`src/design/spe_pkg.sv`:
```
`default_nettype none
package spe_pkg;

	localparam int unsigned PKT_LEN = 9;
	localparam int unsigned CNT_W = $clog2(PKT_LEN);

	localparam logic [CNT_W-1:0] BYTE_HDR0 = CNT_W'(0);
	localparam logic [CNT_W-1:0] BYTE_HDR1 = CNT_W'(1);
	localparam logic [CNT_W-1:0] BYTE_ID   = CNT_W'(2);
	localparam logic [CNT_W-1:0] BYTE_LEN  = CNT_W'(3);
	localparam logic [CNT_W-1:0] BYTE_INST = CNT_W'(4);
	localparam logic [CNT_W-1:0] BYTE_ADDR = CNT_W'(5);
	localparam logic [CNT_W-1:0] BYTE_POSL = CNT_W'(6);
	localparam logic [CNT_W-1:0] BYTE_POSH = CNT_W'(7);
	localparam logic [CNT_W-1:0] BYTE_CHK  = CNT_W'(PKT_LEN - 1);

	localparam logic [7:0] HDR_BYTE  = 8'hFF;
	localparam logic [7:0] LEN_BYTE  = 8'h05;
	localparam logic [7:0] INST_BYTE = 8'h03;
	localparam logic [7:0] ADDR_BYTE = 8'h1E;

	localparam logic signed [16:0] POS_OFFSET = 17'sd19200;
	localparam logic [15:0] POS_SCALE = 16'd55924;
	localparam logic [32:0] POS_ROUND = 33'd1048576;
	localparam int unsigned POS_SHIFT = 21;

	localparam logic [7:0] REG_MIN_ANGLE = 8'd0;
	localparam logic [7:0] REG_MAX_ANGLE = 8'd1;

	localparam logic signed [15:0] MIN_ANGLE_RST = -16'sd1920;
	localparam logic signed [15:0] MAX_ANGLE_RST = 16'sd1920;

	typedef struct packed {
		logic [7:0]  servo_id;
		logic [15:0] pos;
		logic [7:0]  chk;
	} pkt_t;

	typedef struct packed {
		logic valid;
		pkt_t data;
	} push_t;

endpackage
`default_nettype wire

```
`src/design/spe_front.sv`:
```
`default_nettype none
module spe_front (
	input  wire logic                clk,
	input  wire logic                arst_n,
	input  wire logic                in_valid,
	output logic                     in_ready,
	input  wire logic [7:0]          servo_id,
	input  wire logic signed [15:0]  angle,
	input  wire logic signed [15:0]  min_angle,
	input  wire logic signed [15:0]  max_angle,
	output spe_pkg::push_t           push,
	input  wire logic                push_ready
);

	logic              v_s1, v_s2;
	logic [7:0]        id_s1, id_s2;
	logic [15:0]       off_s1;
	logic [31:0]       prod_s2;
	logic              adv;
	logic              load_s1;
	logic signed [15:0] d;
	logic signed [16:0] off;
	logic [32:0]       rounded;
	logic [15:0]       pos;
	logic [7:0]        sum;

	assign adv = !v_s2 || push_ready;
	assign load_s1 = adv || !v_s1;
	assign in_ready = load_s1;

	always_comb begin
		if (angle < min_angle) begin
			d = min_angle;
		end else if (angle > max_angle) begin
			d = max_angle;
		end else begin
			d = angle;
		end
		off = 17'(d) + spe_pkg::POS_OFFSET;
	end

	always_ff @(posedge clk or negedge arst_n) begin
		if (!arst_n) begin
			v_s1 <= 1'b0;
			v_s2 <= 1'b0;
		end else begin
			if (load_s1) begin
				v_s1 <= in_valid;
			end
			if (adv) begin
				v_s2 <= v_s1;
			end
		end
	end

	always_ff @(posedge clk) begin
		if (load_s1 && in_valid) begin
			id_s1  <= servo_id;
			off_s1 <= off[16] ? 16'd0 : off[15:0];
		end
		if (adv && v_s1) begin
			id_s2   <= id_s1;
			prod_s2 <= 32'(off_s1) * 32'(spe_pkg::POS_SCALE);
		end
	end

	always_comb begin
		rounded = 33'(prod_s2) + spe_pkg::POS_ROUND;
		pos = 16'(rounded >> spe_pkg::POS_SHIFT);
		sum = id_s2 + spe_pkg::LEN_BYTE + spe_pkg::INST_BYTE + spe_pkg::ADDR_BYTE
			+ pos[7:0] + pos[15:8];
		push.valid = v_s2;
		push.data.servo_id = id_s2;
		push.data.pos = pos;
		push.data.chk = ~sum;
	end

endmodule
`default_nettype wire

```
`src/design/spe_queue.sv`:
```
`default_nettype none
module spe_queue (
	input  wire logic        clk,
	input  wire logic        arst_n,
	input  wire spe_pkg::push_t push,
	output logic             push_ready,
	output logic             pop_valid,
	output spe_pkg::pkt_t    pop_data,
	input  wire logic        pop
);

	spe_pkg::pkt_t mem_q [2];
	logic          wr_ptr_q, rd_ptr_q;
	logic [1:0]    count_q;
	logic          do_push, do_pop;

	assign push_ready = (count_q != 2'd2);
	assign pop_valid = (count_q != 2'd0);
	assign pop_data = mem_q[rd_ptr_q];
	assign do_push = push.valid && push_ready;
	assign do_pop = pop && pop_valid;

	always_ff @(posedge clk or negedge arst_n) begin
		if (!arst_n) begin
			wr_ptr_q <= 1'b0;
			rd_ptr_q <= 1'b0;
			count_q  <= 2'd0;
		end else begin
			if (do_push) begin
				wr_ptr_q <= !wr_ptr_q;
			end
			if (do_pop) begin
				rd_ptr_q <= !rd_ptr_q;
			end
			if (do_push && !do_pop) begin
				count_q <= count_q + 2'd1;
			end else if (do_pop && !do_push) begin
				count_q <= count_q - 2'd1;
			end
		end
	end

	always_ff @(posedge clk) begin
		if (do_push) begin
			mem_q[wr_ptr_q] <= push.data;
		end
	end

endmodule
`default_nettype wire

```
`src/design/spe_back.sv`:
```
`default_nettype none
module spe_back (
	input  wire logic        clk,
	input  wire logic        arst_n,
	input  wire logic        pop_valid,
	input  wire spe_pkg::pkt_t pop_data,
	output logic             pop,
	output logic             out_valid,
	input  wire logic        out_ready,
	output logic [7:0]       out_byte,
	output logic             out_last
);

	logic                      busy_q;
	logic [spe_pkg::CNT_W-1:0] cnt_q;
	spe_pkg::pkt_t             pkt_q;
	logic                      done;

	assign out_valid = busy_q;
	assign done = busy_q && out_ready && (cnt_q == spe_pkg::BYTE_CHK);
	assign pop = pop_valid && (!busy_q || done);

	always_ff @(posedge clk or negedge arst_n) begin
		if (!arst_n) begin
			busy_q <= 1'b0;
			cnt_q  <= '0;
		end else begin
			if (pop) begin
				busy_q <= 1'b1;
				cnt_q  <= spe_pkg::BYTE_HDR0;
			end else if (done) begin
				busy_q <= 1'b0;
			end else if (busy_q && out_ready) begin
				cnt_q <= cnt_q + spe_pkg::CNT_W'(1);
			end
		end
	end

	always_ff @(posedge clk) begin
		if (pop) begin
			pkt_q <= pop_data;
		end
	end

	always_comb begin
		out_last = (cnt_q == spe_pkg::BYTE_CHK);
		case (cnt_q)
			spe_pkg::BYTE_HDR0: out_byte = spe_pkg::HDR_BYTE;
			spe_pkg::BYTE_HDR1: out_byte = spe_pkg::HDR_BYTE;
			spe_pkg::BYTE_ID:   out_byte = pkt_q.servo_id;
			spe_pkg::BYTE_LEN:  out_byte = spe_pkg::LEN_BYTE;
			spe_pkg::BYTE_INST: out_byte = spe_pkg::INST_BYTE;
			spe_pkg::BYTE_ADDR: out_byte = spe_pkg::ADDR_BYTE;
			spe_pkg::BYTE_POSL: out_byte = pkt_q.pos[7:0];
			spe_pkg::BYTE_POSH: out_byte = pkt_q.pos[15:8];
			spe_pkg::BYTE_CHK:  out_byte = pkt_q.chk;
			default:            out_byte = spe_pkg::HDR_BYTE;
		endcase
	end

endmodule
`default_nettype wire

```
`src/design/servo_position_packet_encoder_unit.sv`:
```
`default_nettype none
// Channel   Direction  Beat contents
// s_axis    in         one command: servo id and requested angle
// m_axis    out        one packet byte, tlast on the checksum byte
// cfg       in         one register write: index and 16-bit value
//
// Every command becomes nine output beats, one per cycle while m_axis_tready
// is high; the serializer takes the next command as the checksum byte leaves.
// A command passes the s1 and s2 registers, a queue entry and the serializer's
// packet register to its first beat. A two-entry queue between the position
// pipeline and serializer lets the input accept during a stall until it fills.
// Reset returns the limits to -1920 and 1920 and empties the pipeline.
module servo_position_packet_encoder_unit (
	input  wire logic        clk,
	input  wire logic        arst_n,
	input  wire logic        s_axis_tvalid,
	output logic             s_axis_tready,
	input  wire logic [23:0] s_axis_tdata,   // servo_id [7:0], angle [23:8]
	output logic             m_axis_tvalid,
	input  wire logic        m_axis_tready,
	output logic [7:0]       m_axis_tdata,   // packet_byte [7:0]
	output logic             m_axis_tlast,
	input  wire logic        cfg_valid,
	output logic             cfg_ready,
	input  wire logic [7:0]  cfg_index,
	input  wire logic [15:0] cfg_data
);

	logic signed [15:0] min_angle_q, max_angle_q;
	spe_pkg::push_t     push;
	logic               push_ready;
	logic               pop_valid, pop;
	spe_pkg::pkt_t      pop_data;

	assign cfg_ready = 1'b1;

	always_ff @(posedge clk or negedge arst_n) begin
		if (!arst_n) begin
			min_angle_q <= spe_pkg::MIN_ANGLE_RST;
			max_angle_q <= spe_pkg::MAX_ANGLE_RST;
		end else if (cfg_valid) begin
			if (cfg_index == spe_pkg::REG_MIN_ANGLE) begin
				min_angle_q <= cfg_data;
			end else if (cfg_index == spe_pkg::REG_MAX_ANGLE) begin
				max_angle_q <= cfg_data;
			end
		end
	end

	spe_front u_front (
		.clk        (clk),
		.arst_n     (arst_n),
		.in_valid   (s_axis_tvalid),
		.in_ready   (s_axis_tready),
		.servo_id   (s_axis_tdata[7:0]),
		.angle      (s_axis_tdata[23:8]),
		.min_angle  (min_angle_q),
		.max_angle  (max_angle_q),
		.push       (push),
		.push_ready (push_ready)
	);

	spe_queue u_queue (
		.clk        (clk),
		.arst_n     (arst_n),
		.push       (push),
		.push_ready (push_ready),
		.pop_valid  (pop_valid),
		.pop_data   (pop_data),
		.pop        (pop)
	);

	spe_back u_back (
		.clk       (clk),
		.arst_n    (arst_n),
		.pop_valid (pop_valid),
		.pop_data  (pop_data),
		.pop       (pop),
		.out_valid (m_axis_tvalid),
		.out_ready (m_axis_tready),
		.out_byte  (m_axis_tdata),
		.out_last  (m_axis_tlast)
	);

endmodule
`default_nettype wire

```
`config.mk`:
```
export PLATFORM = sky130hd
export DESIGN_NAME = servo_position_packet_encoder_unit
export DESIGN_NICKNAME = d
export VERILOG_FILES = /design/src/design/spe_pkg.sv /design/src/design/spe_front.sv /design/src/design/spe_queue.sv /design/src/design/spe_back.sv /design/src/design/servo_position_packet_encoder_unit.sv
export SDC_FILE = /design/constraint.sdc
export NUM_CORES = 1
export LEC_CHECK = 0
export ABC_CLOCK_PERIOD_IN_PS = 13600
export BUFFER_PORTS_ARGS = -buffer_cell sky130_fd_sc_hd__buf_2
export CORE_ASPECT_RATIO = 0.7
export CORE_MARGIN = 2
export CORE_UTILIZATION = 62
export CTS_CLUSTER_DIAMETER = 120
export DETAILED_ROUTE_END_ITERATION = 10
export PLACE_DENSITY = 0.83
export REMOVE_ABC_BUFFERS = 1
export SYNTH_ARGS = -nofsm -noshare
export SYNTH_HDL_FRONTEND = slang
export SYNTH_HIERARCHICAL = 1
export SYNTH_SLANG_ARGS = --single-unit
```
`constraint.sdc`:
```
create_clock -name clk -period 13.6 [get_ports clk]
set_input_delay 1.36 -clock clk [delete_from_list [all_inputs] [get_ports clk]]
set_output_delay 1.36 -clock clk [all_outputs]
set_load 0.005 [all_outputs]
```
Word-level counts from Yosys, hierarchy flattened

Memory sizes are Yosys's and may differ from the RTL's. A register that Yosys moved wholly into a read port is not among the register bits.
Index checks and enable logic that the tools add are counted.

RAM bits: 56
Bits in registers: 121
Memories kept: 1
Output and inout port bits: 12
Input bits: 53

Memories:

| name          | words | bits a word | rd ports | clocked after Yosys merged registers in | write ports | RTL line        | RTL |
|---|---|---|---|---|---|---|---|
| u_queue.mem_q | 2     | 28          | 1        | 1                                       | 1           | spe_queue.sv:12 | `spe_pkg::pkt_t mem_q [2];` |

Bitwise logic cells: 2
Magnitude comparators: 2
Reductions and logical operators: 27
Add/sub/neg operators: 10
Multipliers: 1
Mux-type cells: 12
Equality and inequality tests: 10

Operators by type and width:

| cell                     | number |
|---|---|
| $pmux W8 S7              | 1 |
| $add A32 B21 Y33 const B | 1 |
| $mux W16                 | 2 |
| $mul A16 B14 Y30 const B | 1 |
| $add A16 B16 Y17 const B | 1 |
| $eq A4 B3 Y1 const B     | 4 |
| $gt A16 B16 Y1           | 1 |
| $lt A16 B16 Y1           | 1 |
| $mux W4                  | 3 |
| $logic_and A1 B1 Y1      | 9 |
| $add A8 B2 Y8 const B    | 1 |
| $add A8 B3 Y8 const B    | 1 |
| $add A8 B4 Y8            | 1 |
| $add A8 B5 Y8 const B    | 1 |
| $add A8 B8 Y8            | 1 |
| $eq A4 B2 Y1 const B     | 2 |
| $eq A8 B1 Y1 const B     | 1 |
| $logic_not A8 Y1         | 1 |
| $not A8 Y8               | 1 |
| $reduce_bool A2 Y1       | 4 |
| $logic_not A1 Y1         | 7 |
| $add A4 B1 Y4 const B    | 1 |
| $eq A4 B4 Y1 const B     | 1 |
| $mux W1                  | 4 |
| other kinds (8)          | 13 |

Depth between registers and ports, before layout

Gate-level depths: netlist of run 1.

Word-level depth: 8
Depth in mapped cells: 22
Mapped depth without buffers: 22

Hierarchy

Netlist of run 1, hierarchy kept.

Modules (own cells, without submodules):

| module                             | cells an instance | sequential area each (um2) | times used | area an instance (um2) |
|---|---|---|---|---|
| spe_front                          | 772               | 1371.3                     | 1          | 7900.1 |
| spe_queue                          | 118               | 2021.9                     | 1          | 2658.8 |
| spe_back                           | 128               | 1086.0                     | 1          | 1666.6 |
| servo_position_packet_encoder_unit | 74                | 813.3                      | 1          | 1302.5 |

Worst setup path before layout of run 1

Ideal clock, no wire load.

Kind: reg-to-reg
Start point: reg u_front.off_s1[13]
End point: reg u_front.prod_s2[30], data pin
Path slack: 7708 ps
Clock period less this slack: 5892 ps
Path buffers: 0
Stages on the path, launching flop included: 23
Arrival: 5630 ps
Cell sequence: edfxtp_1 > inv_1 > fa_1 > inv_1 > ha_1 > inv_1 > fa_1 > inv_1 > fa_1 > fa_1 > inv_1 > fa_1 > inv_1 > ha_1 > a211oi_1 > o21ai_0 > a31oi_1 > o22ai_1 > a22o_1 > a31o_2 > o41ai_1 > o21bai_1 > xor2_1

Word-level cells in the longest chain between the ends: 1

RTL lines:

| element                  | RTL line        | RTL |
|---|---|---|
| start: declaration       | spe_front.sv:17 | `logic [15:0] off_s1;` |
| start signal: assignment | spe_front.sv:59 | `off_s1 <= off[16] ? 16'd0 : off[15:0];` |
| $mul A16 B14 Y30         | spe_front.sv:63 | `prod_s2 <= 32'(off_s1) * 32'(spe_pkg::POS_SCALE);` |
| end signal: assignment   | spe_front.sv:63 |  |
| end: declaration         | spe_front.sv:18 | `logic [31:0] prod_s2;` |

Every way passes these cells.
A chain may end at the register's enable or synchronous reset.

Worst setup path in the final report of run 1

Same ends and word-level chain as after synthesis.

==> out/results.txt, run 1 <==
Outcome - finished clean
Crit path buf inv count - 6
Critical Path RT - 13.78 ns
Hold WC Path Type - reg -> reg
Syn Inst Count - 1092
Compound-gate portion of the synthesized area - 8.03%
CTS max path bufs - 2
Tmin final - 6.60 ns
Max_slew headroom - 27.2%
Kind of critical path - reg -> reg
Mux cell area share after synthesis - 7.57%
Critical Path, Cell by Cell - inv_1 -> fa_1 -> inv_1 -> ha_1 -> inv_1 -> fa_1 -> inv_1 -> fa_1 -> fa_1 -> inv_1 -> fa_1 -> inv_1 -> ha_1 -> a211oi_1 -> o21ai_0 -> a31oi_1 -> o22ai_1 -> a22o_1 -> a31o_2 -> o41ai_1 -> o21bai_1 -> xor2_1
Vias in the first global route - 8561
Worst-Margin Slew - 1.09 ns
Worst-path clk slew - 0.07 ns
Flops & latches, synth - 183
H-tree depth - 4
Area contributors post-synth - edfxtp_1 (31%), ha_1 (17%), fa_1 (12%)
Row cnt - 45
Tcrit/Tclk final - 48.5%
Non-Filler Instances - 1452
Post-route ant nets - 0
Initial antenna violation count - 0
Critical path endpoint category - flip-flop
Synth cell types - 80
DIE WIDTH - 181 um
Mean Syn Cell Area - 12.4 um^2
Post-Synth Adder-Cell Area - 28.7%
Clk_skew - 0.0131 ns
Final Wtd Congestion - 0.925
Worst path most repeated cell - inv_1
Final setup vio count - 0
Post-Synth XOR/XNOR Area - 3.30%
Critical Path Source Type - flip-flop
Port bufs - 63
Max-cap violations - 0
Area leader, netlist - edfxtp_1
Fin. Hold Viols - 0
Die height - 128 um
Grt total ovfl - 0
Filler Cells Inserted - 1474
Share of cells above drive strength 1 - 18.6%
Post-cts sizing count - 0
Initial DRC count - 829
Core area - 21600 um^2
Simple-gate share of the synthesized area - 6.45%
Die area - 23000 um^2
CP max FO - 5
Gr usage total - 24.9%
Starting Density - 62.7%
CTS sink cnt - 183
DRC Markers - 0
Vias - 8453
Ys Warns - 6
RSZ-0062 raised after global routing - false
I/O pin count - 65
Prevailing post-synth register cell - edfxtp_1
Post-CTS Setup Repair Bufs - 0
CTS tree - done
First-pass GRT wire length - 44600 um
N_diodes - 0
Highest Clock Rate - 152 MHz
Hold slack - 0.423 ns
DRT Pass-1 Iters - 6
Post-Syn Area - 13500 um^2
Largest family of logic cells by synthesized area - adder cells
Largest net degree at the start of global routing - 44
Slowest stage delay, CP - 0.70 ns
Post-CTS Hold Fix Bufs - 0
Slowest stage cell on the critical path - o41ai_1
Max-slew violations - 0
Sequential share of the synthesized area - 39.1%
Largest delay share family, worst path - adder cells
Drt via density - 5.82
CP Data Arrival Time - 6.77 ns
Total CTS buffers - 17
Top post-synthesis cells by count - ha_1 (179), inv_1 (179), edfxtp_1 (140)
Worst skew pair latency - 0.43 ns
Placed cells - 1420
Asr flop ratio synth - 23.5%
Clk root buf - clkbuf_16
Post-synth top area share - 31.1%
EDFF count, synth - 140
Post-DP HPWL - 20900 um
Routed wire per std cell - 18.8 um
P&R area growth vs syn - 8.19%
Nets@finish - 1471
Final setup TNS - 0 ns
Post-Route WL - 27400 um
## sequential cells by signal, summed over array words and instances (netlist names), 4 cells and up
name	cells
u_queue/mem_q	64
u_back/pkt_q	32
max_angle_q	16
min_angle_q	16
u_front/off_s1	16
u_front/prod_s2	12
u_front/id_s1	8
u_front/id_s2	8
u_back/cnt_q	4
## per-layer routing
layer	up-vias	track usage, %	routed length [um]	share of wire [%]
met5	-	0	0	0
li1	3922	-	-	-
met2	332	37.8	12200	45
met3	21	4.68	1910	7.0
met4	0	5.08	238	0.87
met1	4178	37.8	13000	47
## stage by stage
stage / area, um^2 / setup slack [ns] / util [%]
after floorplan: 13300 / 7.71 / -
after global placement: 14000 / 7.28 / 65.1
after detailed placement: 14000 / 7.07 / 65.1
after CTS: 14600 / 7.07 / 67.9
after global routing: 14600 / 6.75 / 67.9
final: 14600 / 7.00 / 67.9
## cells by family after synthesis
| family | Yosys count |
|---|---|
| fa+ha+maj | 261 |
| buf+inv | 208 |
| flops | 183 |
| simple gates | 164 |
| compound gates | 144 |
| mux | 79 |
| xor+xnor | 51 |
| other cells | 2 |
## path summary, 6_finish.rpt
kind,start,end,slack [ns],cells past startpoint
worst max register to register,u_front/off_s1[13]$_SDFFCE_PP0P_,u_front/prod_s2[30]$_DFFE_PP_,7.00,22
worst min register to register,u_front/id_s1[4]$_DFFE_PP_,u_front/id_s2[4]$_DFFE_PP_,0.42,0
max in group asynchronous,arst_n,u_queue/rd_ptr_q$_DFFE_PN0P_,12.10,2
min in group asynchronous,arst_n,max_angle_q[3]$_DFFE_PN0P_,1.03,2
worst max-delay path,u_front/off_s1[13]$_SDFFCE_PP0P_,u_front/prod_s2[30]$_DFFE_PP_,7.00,22
worst min-delay path,u_front/id_s1[4]$_DFFE_PP_,u_front/id_s2[4]$_DFFE_PP_,0.42,0
## layout by cell type (no fill, tap or decap), drive strengths merged, types with 9 or more instances in the layout
master	count
a211oi	17
a21o	13
a21oi	39
and2	9
buf	71
clkbuf	22
dfrtp	33
dfstp	10
edfxtp	140
fa	82
ha	179
inv	184
mux2	66
mux2i	13
nand2	28
nand3	17
nor2	53
nor3	11
o21ai	18
xnor2	27
xor2	24
## final cells by class
cell class	count	area, um^2	area share [%]
Multi-Input combinational cell	704	7340	50.2
Sequential cell	183	5290	36.2
Inverter	180	677	4.63
Clock buffer	22	518	3.54
Timing Repair Buffer	71	375	2.56
Tap cell	282	353	2.41
Clock inverter	10	76.3	0.522
Power of run 1 is left out: the tool's default activity adds up to more than one toggle a clock period on the data nets, which glitch-free logic cannot reach.
==> inputs of run 2 (changes only) <==
ABC_CLOCK_PERIOD_IN_PS = 6300   (was 13600)
clock period = 6.3 ns   (was 13.6 ns; I/O delays follow)
==> run 2 against run 1 <==
Against the previous run:
- core utilization rose by 0.48 points
- setup slack got worse by 6.7 ns
- routed wire length rose by 1.4%
- highest routed layer is now met5
==> out/results.txt, run 2 (synthesis results as in run 1) <==
Initial antenna violation count - 1 (+1)
P&R area growth vs syn - 8.94%
Post-Route WL - 27700 um (+1.4%)
Clk_skew - 0.0134 ns (+0.000353 ns)
Clk root buf - clkbuf_16
First-pass GRT wire length - 44500 um (-0.34%)
Nets@finish - 1480 (+0.61%)
Gr usage total - 25.0% (+0.11 points)
Total CTS buffers - 17 (unchanged)
Critical Path RT - 6.49 ns (-7.29 ns)
Highest Clock Rate - 166 MHz (+9.4%)
R2R Setup Slk - 0.27 ns (-6.73 ns)
Filler Cells Inserted - 1489 (+1.0%)
Critical Path, Cell by Cell - ha_1 -> xor2_1 -> ha_1 -> fa_1 -> fa_1 -> fa_1 -> inv_1 -> fa_1 -> inv_1 -> ha_1 -> a211oi_1 -> o21ai_0 -> a31oi_1 -> o22ai_1 -> a22o_1 -> a31o_2 -> o41ai_2 -> buf_4 -> o21bai_1 -> xor2_1
Largest net degree at the start of global routing - 44 (unchanged)
Worst-path clk slew - 0.07 ns (about the same)
CTS max path bufs - 2 (unchanged)
Grt total ovfl - 0 (unchanged)
Post-route ant nets - 0 (unchanged)
Tcrit/Tclk final - 95.7% (+47 points)
Critical Path Source Type - flip-flop
Routed wire per std cell - 19.0 um (+0.75%)
Cells on worst reg2reg path - 20 (-9.1%)
Slowest stage delay, CP - 0.55 ns (-0.15 ns)
Drt via density - 5.74 (-1.4%)
DIE WIDTH - 181 um (unchanged)
Hold WC Path Type - in -> async
Final setup vio count - 0 (unchanged)
Crit. Startpoint - u_front/off_s1[2]$_SDFFCE_PP0P_
Largest Register - u_queue/mem_q
Cell area after layout - 14700 um^2 (+0.70%)
CTS sink cnt - 183 (unchanged)
Max-slew violations - 0 (unchanged)
CTS tree - done
I/O pin count - 65 (unchanged)
RSZ-0062 raised after global routing - false
CP max FO - 8 (+3)
Initial DRC count - 717 (-14%)
Critical path endpoint category - flip-flop
Gr busiest metal - met2
Tmin final - 6.03 ns (-0.569 ns)
Die area - 23000 um^2 (unchanged)
Vias in the first global route - 8480 (-0.95%)
Post-DP HPWL - 21000 um (+0.47%)
Post-CTS Hold Fix Bufs - 0 (unchanged)
Kind of critical path - reg -> reg
R2R Path Start - u_front/off_s1[2]$_SDFFCE_PP0P_
Reg2reg end - u_front/prod_s2[30]$_DFFE_PP_
CP Data Arrival Time - 6.22 ns (-0.55 ns)
Worst path most repeated cell - fa_1
Worst skew pair latency - 0.45 ns (+0.02 ns)
Core area - 21600 um^2 (unchanged)
Fin. Hold Viols - 0 (unchanged)
Max_slew headroom - 23.7% (-3.5 points)
Outcome - finished clean
Worst-Margin Slew - 1.15 ns (+0.0524 ns)
Final setup TNS - 0 ns (unchanged)
DRC Markers - 0 (unchanged)
Vias - 8388 (-0.77%)
Row cnt - 45 (unchanged)
Slowest stage cell on the critical path - edfxtp_1
Port bufs - 63 (unchanged)
Share of cells above drive strength 1 - 19.5% (+0.88 points)
Most frequent cells in the layout - ha_1 (179), inv_1 (178), edfxtp_1 (140)
Met1 Usage GRT - 37.5% (-0.38 points)
H-tree depth - 4 (unchanged)
Crit path to - u_front/prod_s2[30]$_DFFE_PP_
Max-cap violations - 0 (unchanged)
Die height - 128 um (unchanged)
Met3 Use GR - 5.82% (+1.1 points)
Final Wtd Congestion - 0.928 (+0.24%)
Most common cell after layout, fill and taps aside - ha_1
DRT Pass-1 Iters - 5 (-1)
Max reg flops - 64 (unchanged)
Top Registers - u_queue/mem_q x64, u_back/pkt_q x32
Starting Density - 62.7% (unchanged)
Area post-placement - 14100 um^2 (+0.43%)
N_diodes - 0 (unchanged)
Met2 Usage GRT - 37.7% (about the same)
==> run 2: cell count changes in the layout (fill, tap and decap cells not counted), moves of 3 or more <==
cell       previous run  this run
inv_4                 3         0
clkbuf_16            20        17
buf_4                 8        17
bufinv_16             0         3
==> run 2: worst min path at each step <==
stage	slack [ns]	to
after floorplan	0.33	max_angle_q[0]$_DFFE_PN0P_
after global placement	0.40	u_front/id_s2[7]$_DFFE_PP_
after detailed placement	0.41	u_front/id_s2[5]$_DFFE_PP_
after CTS	0.28	min_angle_q[2]$_DFFE_PN0P_
after global routing	0.32	min_angle_q[5]$_DFFE_PN0P_
final	0.28	max_angle_q[5]$_DFFE_PN0P_
==> run 2: cell type report <==
type | instances | area [um^2] | share of cell area, %
Timing Repair Buffer | 80 | 443 | 3.01
Clock inverter | 13 | 169 | 1.15
Multi-Input combinational cell | 704 | 7350 | 49.9
Clock buffer | 19 | 453 | 3.07
Sequential cell | 183 | 5290 | 35.9
Tap cell | 282 | 353 | 2.39
Inverter | 180 | 677 | 4.59
==> run 2: metal layers <==
layer	up-vias	part of all wire, %
li1	3950	-
met3	25	7.0
met5	-	0.047
met1	4144	48
met4	2	0.82
met2	267	44
==> run 2: critical path, delay by kind of cell (launching register included) <==
family,cells,cell delay [ns]
xor gates and xnor gates,2,0.31
DFF,1,0.55
buffers and inverters,3,0.30
AOI/OAI and AO/OA,8,1.51
adders and majority gates,7,3.10
==> run 2: metrics by stage <==
| step | worst slack, ns | instances | util (%) | hold slack [ns] |
|---|---|---|---|---|
| after floorplan | 0.408 | 1067 | - | 0.334 |
| after global placement | 0.321 | 1428 | 65.4 | 0.402 |
| after detailed placement | 0.126 | 1428 | 65.4 | 0.407 |
| after CTS | 0.0987 | 1460 | 68.3 | 0.280 |
| after global routing | 0.0141 | 1461 | 68.3 | 0.319 |
| final | 0.272 | 1461 | 68.3 | 0.275 |
==> run 2: what timing repair did <==
item,in CTS,in global routing
setup endpoints to repair,0,3
resized for setup,0,2
setup buffers,0,1
Power of run 2 is left out for the same reason.
==> inputs of run 3 (changes only) <==
BUFFER_PORTS_ARGS = not set   (was -buffer_cell sky130_fd_sc_hd__buf_2)
DONT_BUFFER_PORTS = 1   (was not set)
PLACE_DENSITY = 0.81   (was 0.83)
==> run 3 against run 2 <==
Against the previous run:
- maximum frequency fell by 0.17%
- via count fell by 2.8%
- core utilization down 1.3 points
- final cell count decreased by 3.8%
- first-iteration DRC count rose by 5.6%
- die area is the same
- highest routed layer is now met4
- sequential share of layout area is 0.69 points higher
- critical path depth rose by 2
==> out/results.txt, run 3 (synthesis results as in run 1) <==
Worst path most repeated cell - fa_1
Max reg flops - 64 (unchanged)
R2R Path Start - u_front/off_s1[2]$_SDFFCE_PP0P_
Max_slew headroom - 22.3% (-1.4 points)
Critical Path, Cell by Cell - buf_4 -> ha_4 -> xor2_1 -> ha_1 -> a21o_1 -> fa_1 -> fa_1 -> fa_1 -> inv_1 -> fa_1 -> inv_1 -> ha_1 -> a211oi_1 -> o21ai_0 -> a31oi_1 -> o22ai_1 -> a22o_1 -> a31o_2 -> o41ai_1 -> buf_4 -> o21bai_1 -> xor2_1
Final setup vio count - 0 (unchanged)
Clk_skew - 0.0115 ns (-0.00190 ns)
N_diodes - 0 (unchanged)
Reg2reg end - u_front/prod_s2[30]$_DFFE_PP_
Met2 Usage GRT - 36.7% (-1.1 points)
Starting Density - 62.7% (unchanged)
Row cnt - 45 (unchanged)
Gr busiest metal - met2
Slowest stage delay, CP - 0.54 ns (about the same)
Nets@finish - 1425 (-3.7%)
Post-DP HPWL - 20000 um (-5.1%)
Kind of critical path - reg -> reg
CP Data Arrival Time - 6.23 ns (about the same)
Largest Register - u_queue/mem_q
Largest delay share family, worst path - adder cells
Cells on worst reg2reg path - 22 (+10%)
Top Registers - u_queue/mem_q x64, u_back/pkt_q x32
Slowest stage cell on the critical path - fa_1
DIE WIDTH - 181 um (unchanged)
Met3 Use GR - 5.90% (+0.086 points)
Levels on crit path - 22 (+10%)
Initial DRC count - 757 (+5.6%)
Final Wtd Congestion - 0.917 (-1.2%)
I/O pin count - 65 (unchanged)
Post-Route WL - 27000 um (-2.8%)
Hold WC Path Type - in -> async
Max-cap violations - 0 (unchanged)
Worst-Margin Slew - 1.17 ns (+0.0205 ns)
Final setup TNS - 0 ns (unchanged)
P&R area growth vs syn - 6.90%
Core area - 21600 um^2 (unchanged)
Port bufs - 0 (-100%)
Vias - 8157 (-2.8%)
Critical path endpoint category - flip-flop
Tcrit/Tclk final - 95.8% (+0.17 points)
Most common cell after layout, fill and taps aside - ha_1
CTS sink cnt - 183 (unchanged)
H-tree depth - 4 (unchanged)
DRT Pass-1 Iters - 5 (unchanged)
Most frequent cells in the layout - ha_1 (178), inv_1 (177), edfxtp_1 (140)
Crit path to - u_front/prod_s2[30]$_DFFE_PP_
Fin. Hold Viols - 0 (unchanged)
Area post-placement - 13800 um^2 (-2.4%)
Highest Clock Rate - 166 MHz (-0.17%)
CTS max path bufs - 2 (unchanged)
CTS tree - done
Outcome - finished clean
CP max FO - 6 (-2)
RSZ-0062 raised after global routing - false
Share of cells above drive strength 1 - 15.5% (-4.0 points)
Vias in the first global route - 8299 (-2.1%)
Gr usage total - 24.3% (-0.71 points)
DRC Markers - 0 (unchanged)
Largest net degree at the start of global routing - 35 (-20%)
Cell area after layout - 14500 um^2 (-1.9%)
Initial antenna violation count - 0 (-1)
R2R Setup Slk - 0.26 ns (about the same)
Critical Path Source Type - flip-flop
Total CTS buffers - 17 (unchanged)
Met1 Usage GRT - 35.3% (-2.1 points)
Clk root buf - clkbuf_16
Grt total ovfl - 0 (unchanged)
Post-route ant nets - 0 (unchanged)
Worst-path clk slew - 0.07 ns (about the same)
Worst skew pair latency - 0.45 ns (about the same)
Die height - 128 um (unchanged)
Tmin final - 6.04 ns (+0.0105 ns)
First-pass GRT wire length - 43200 um (-2.9%)
Routed wire per std cell - 19.2 um (+1.0%)
Die area - 23000 um^2 (unchanged)
Drt via density - 5.80 (+1.1%)
Critical Path RT - 6.49 ns (about the same)
Crit path buf inv count - 4 (+1)
Crit. Startpoint - u_front/off_s1[2]$_SDFFCE_PP0P_
Max-slew violations - 0 (unchanged)
run 3: cell types whose count changed in the layout (fill, tap and decap cells not counted), moves of 2 or more:
cell | previous run | this run
bufinv_16 | 3 | 0
inv_6 | 3 | 0
clkbuf_8 | 2 | 0
buf_4 | 17 | 22
buf_2 | 63 | 0
dlygate4sd3_1 | 0 | 2
inv_8 | 0 | 9
clkinv_2 | 3 | 1
run 3: cell type report:
class                      count  area, um^2
clock buffer                  17         425
clock inverter                15         153
fill                        1498        7100
inverter                     180         677
multi-input combinational    704        7350
sequential                   183        5290
tap                          282         353
timing repair buffer          25         205
run 3: worst min-delay path by stage:
stage,to,slack (ns),depth (start not counted)
floorplan,max_angle_q[0]$_DFFE_PN0P_,0.33,0
global placement,min_angle_q[3]$_DFFE_PN0P_,0.34,0
detailed placement,min_angle_q[5]$_DFFE_PN0P_,0.34,0
CTS,u_queue/rd_ptr_q$_DFFE_PN0P_,0.005,1
global route,u_queue/rd_ptr_q$_DFFE_PN0P_,0.02,1
finish,max_angle_q[6]$_DFFE_PN0P_,0.02,1
run 3: through the flow:
| stage | util (%) | setup slack (ns) | hold WS (ns) | std cells |
|---|---|---|---|---|
| after CTS | 66.7 | 0.187 | 0.00518 | 1397 |
| after global routing | 67.1 | 0.00433 | 0.0155 | 1406 |
| after global placement | 63.8 | 0.339 | 0.336 | 1362 |
| after detailed placement | 63.8 | 0.215 | 0.336 | 1362 |
| final | 67.1 | 0.262 | 0.0244 | 1406 |
| after floorplan | - | 0.408 | 0.334 | 1067 |
run 3: repair_timing:
| action | in CTS | in global routing |
|---|---|---|
| hold buffers | 3 | 0 |
| endpoints found under the setup margin | 0 | 2 |
| resized for setup | 0 | 3 |
| hold endpoints to repair | 34 | 0 |
| setup buffers | 0 | 9 |
run 3: layer usage:
layer	wire (um)	share of wire [%]
met5	0	0
met4	351	1.3
met3	1840	6.8
met2	12100	45
met1	12700	47
Power of run 3 is left out for the same reason.
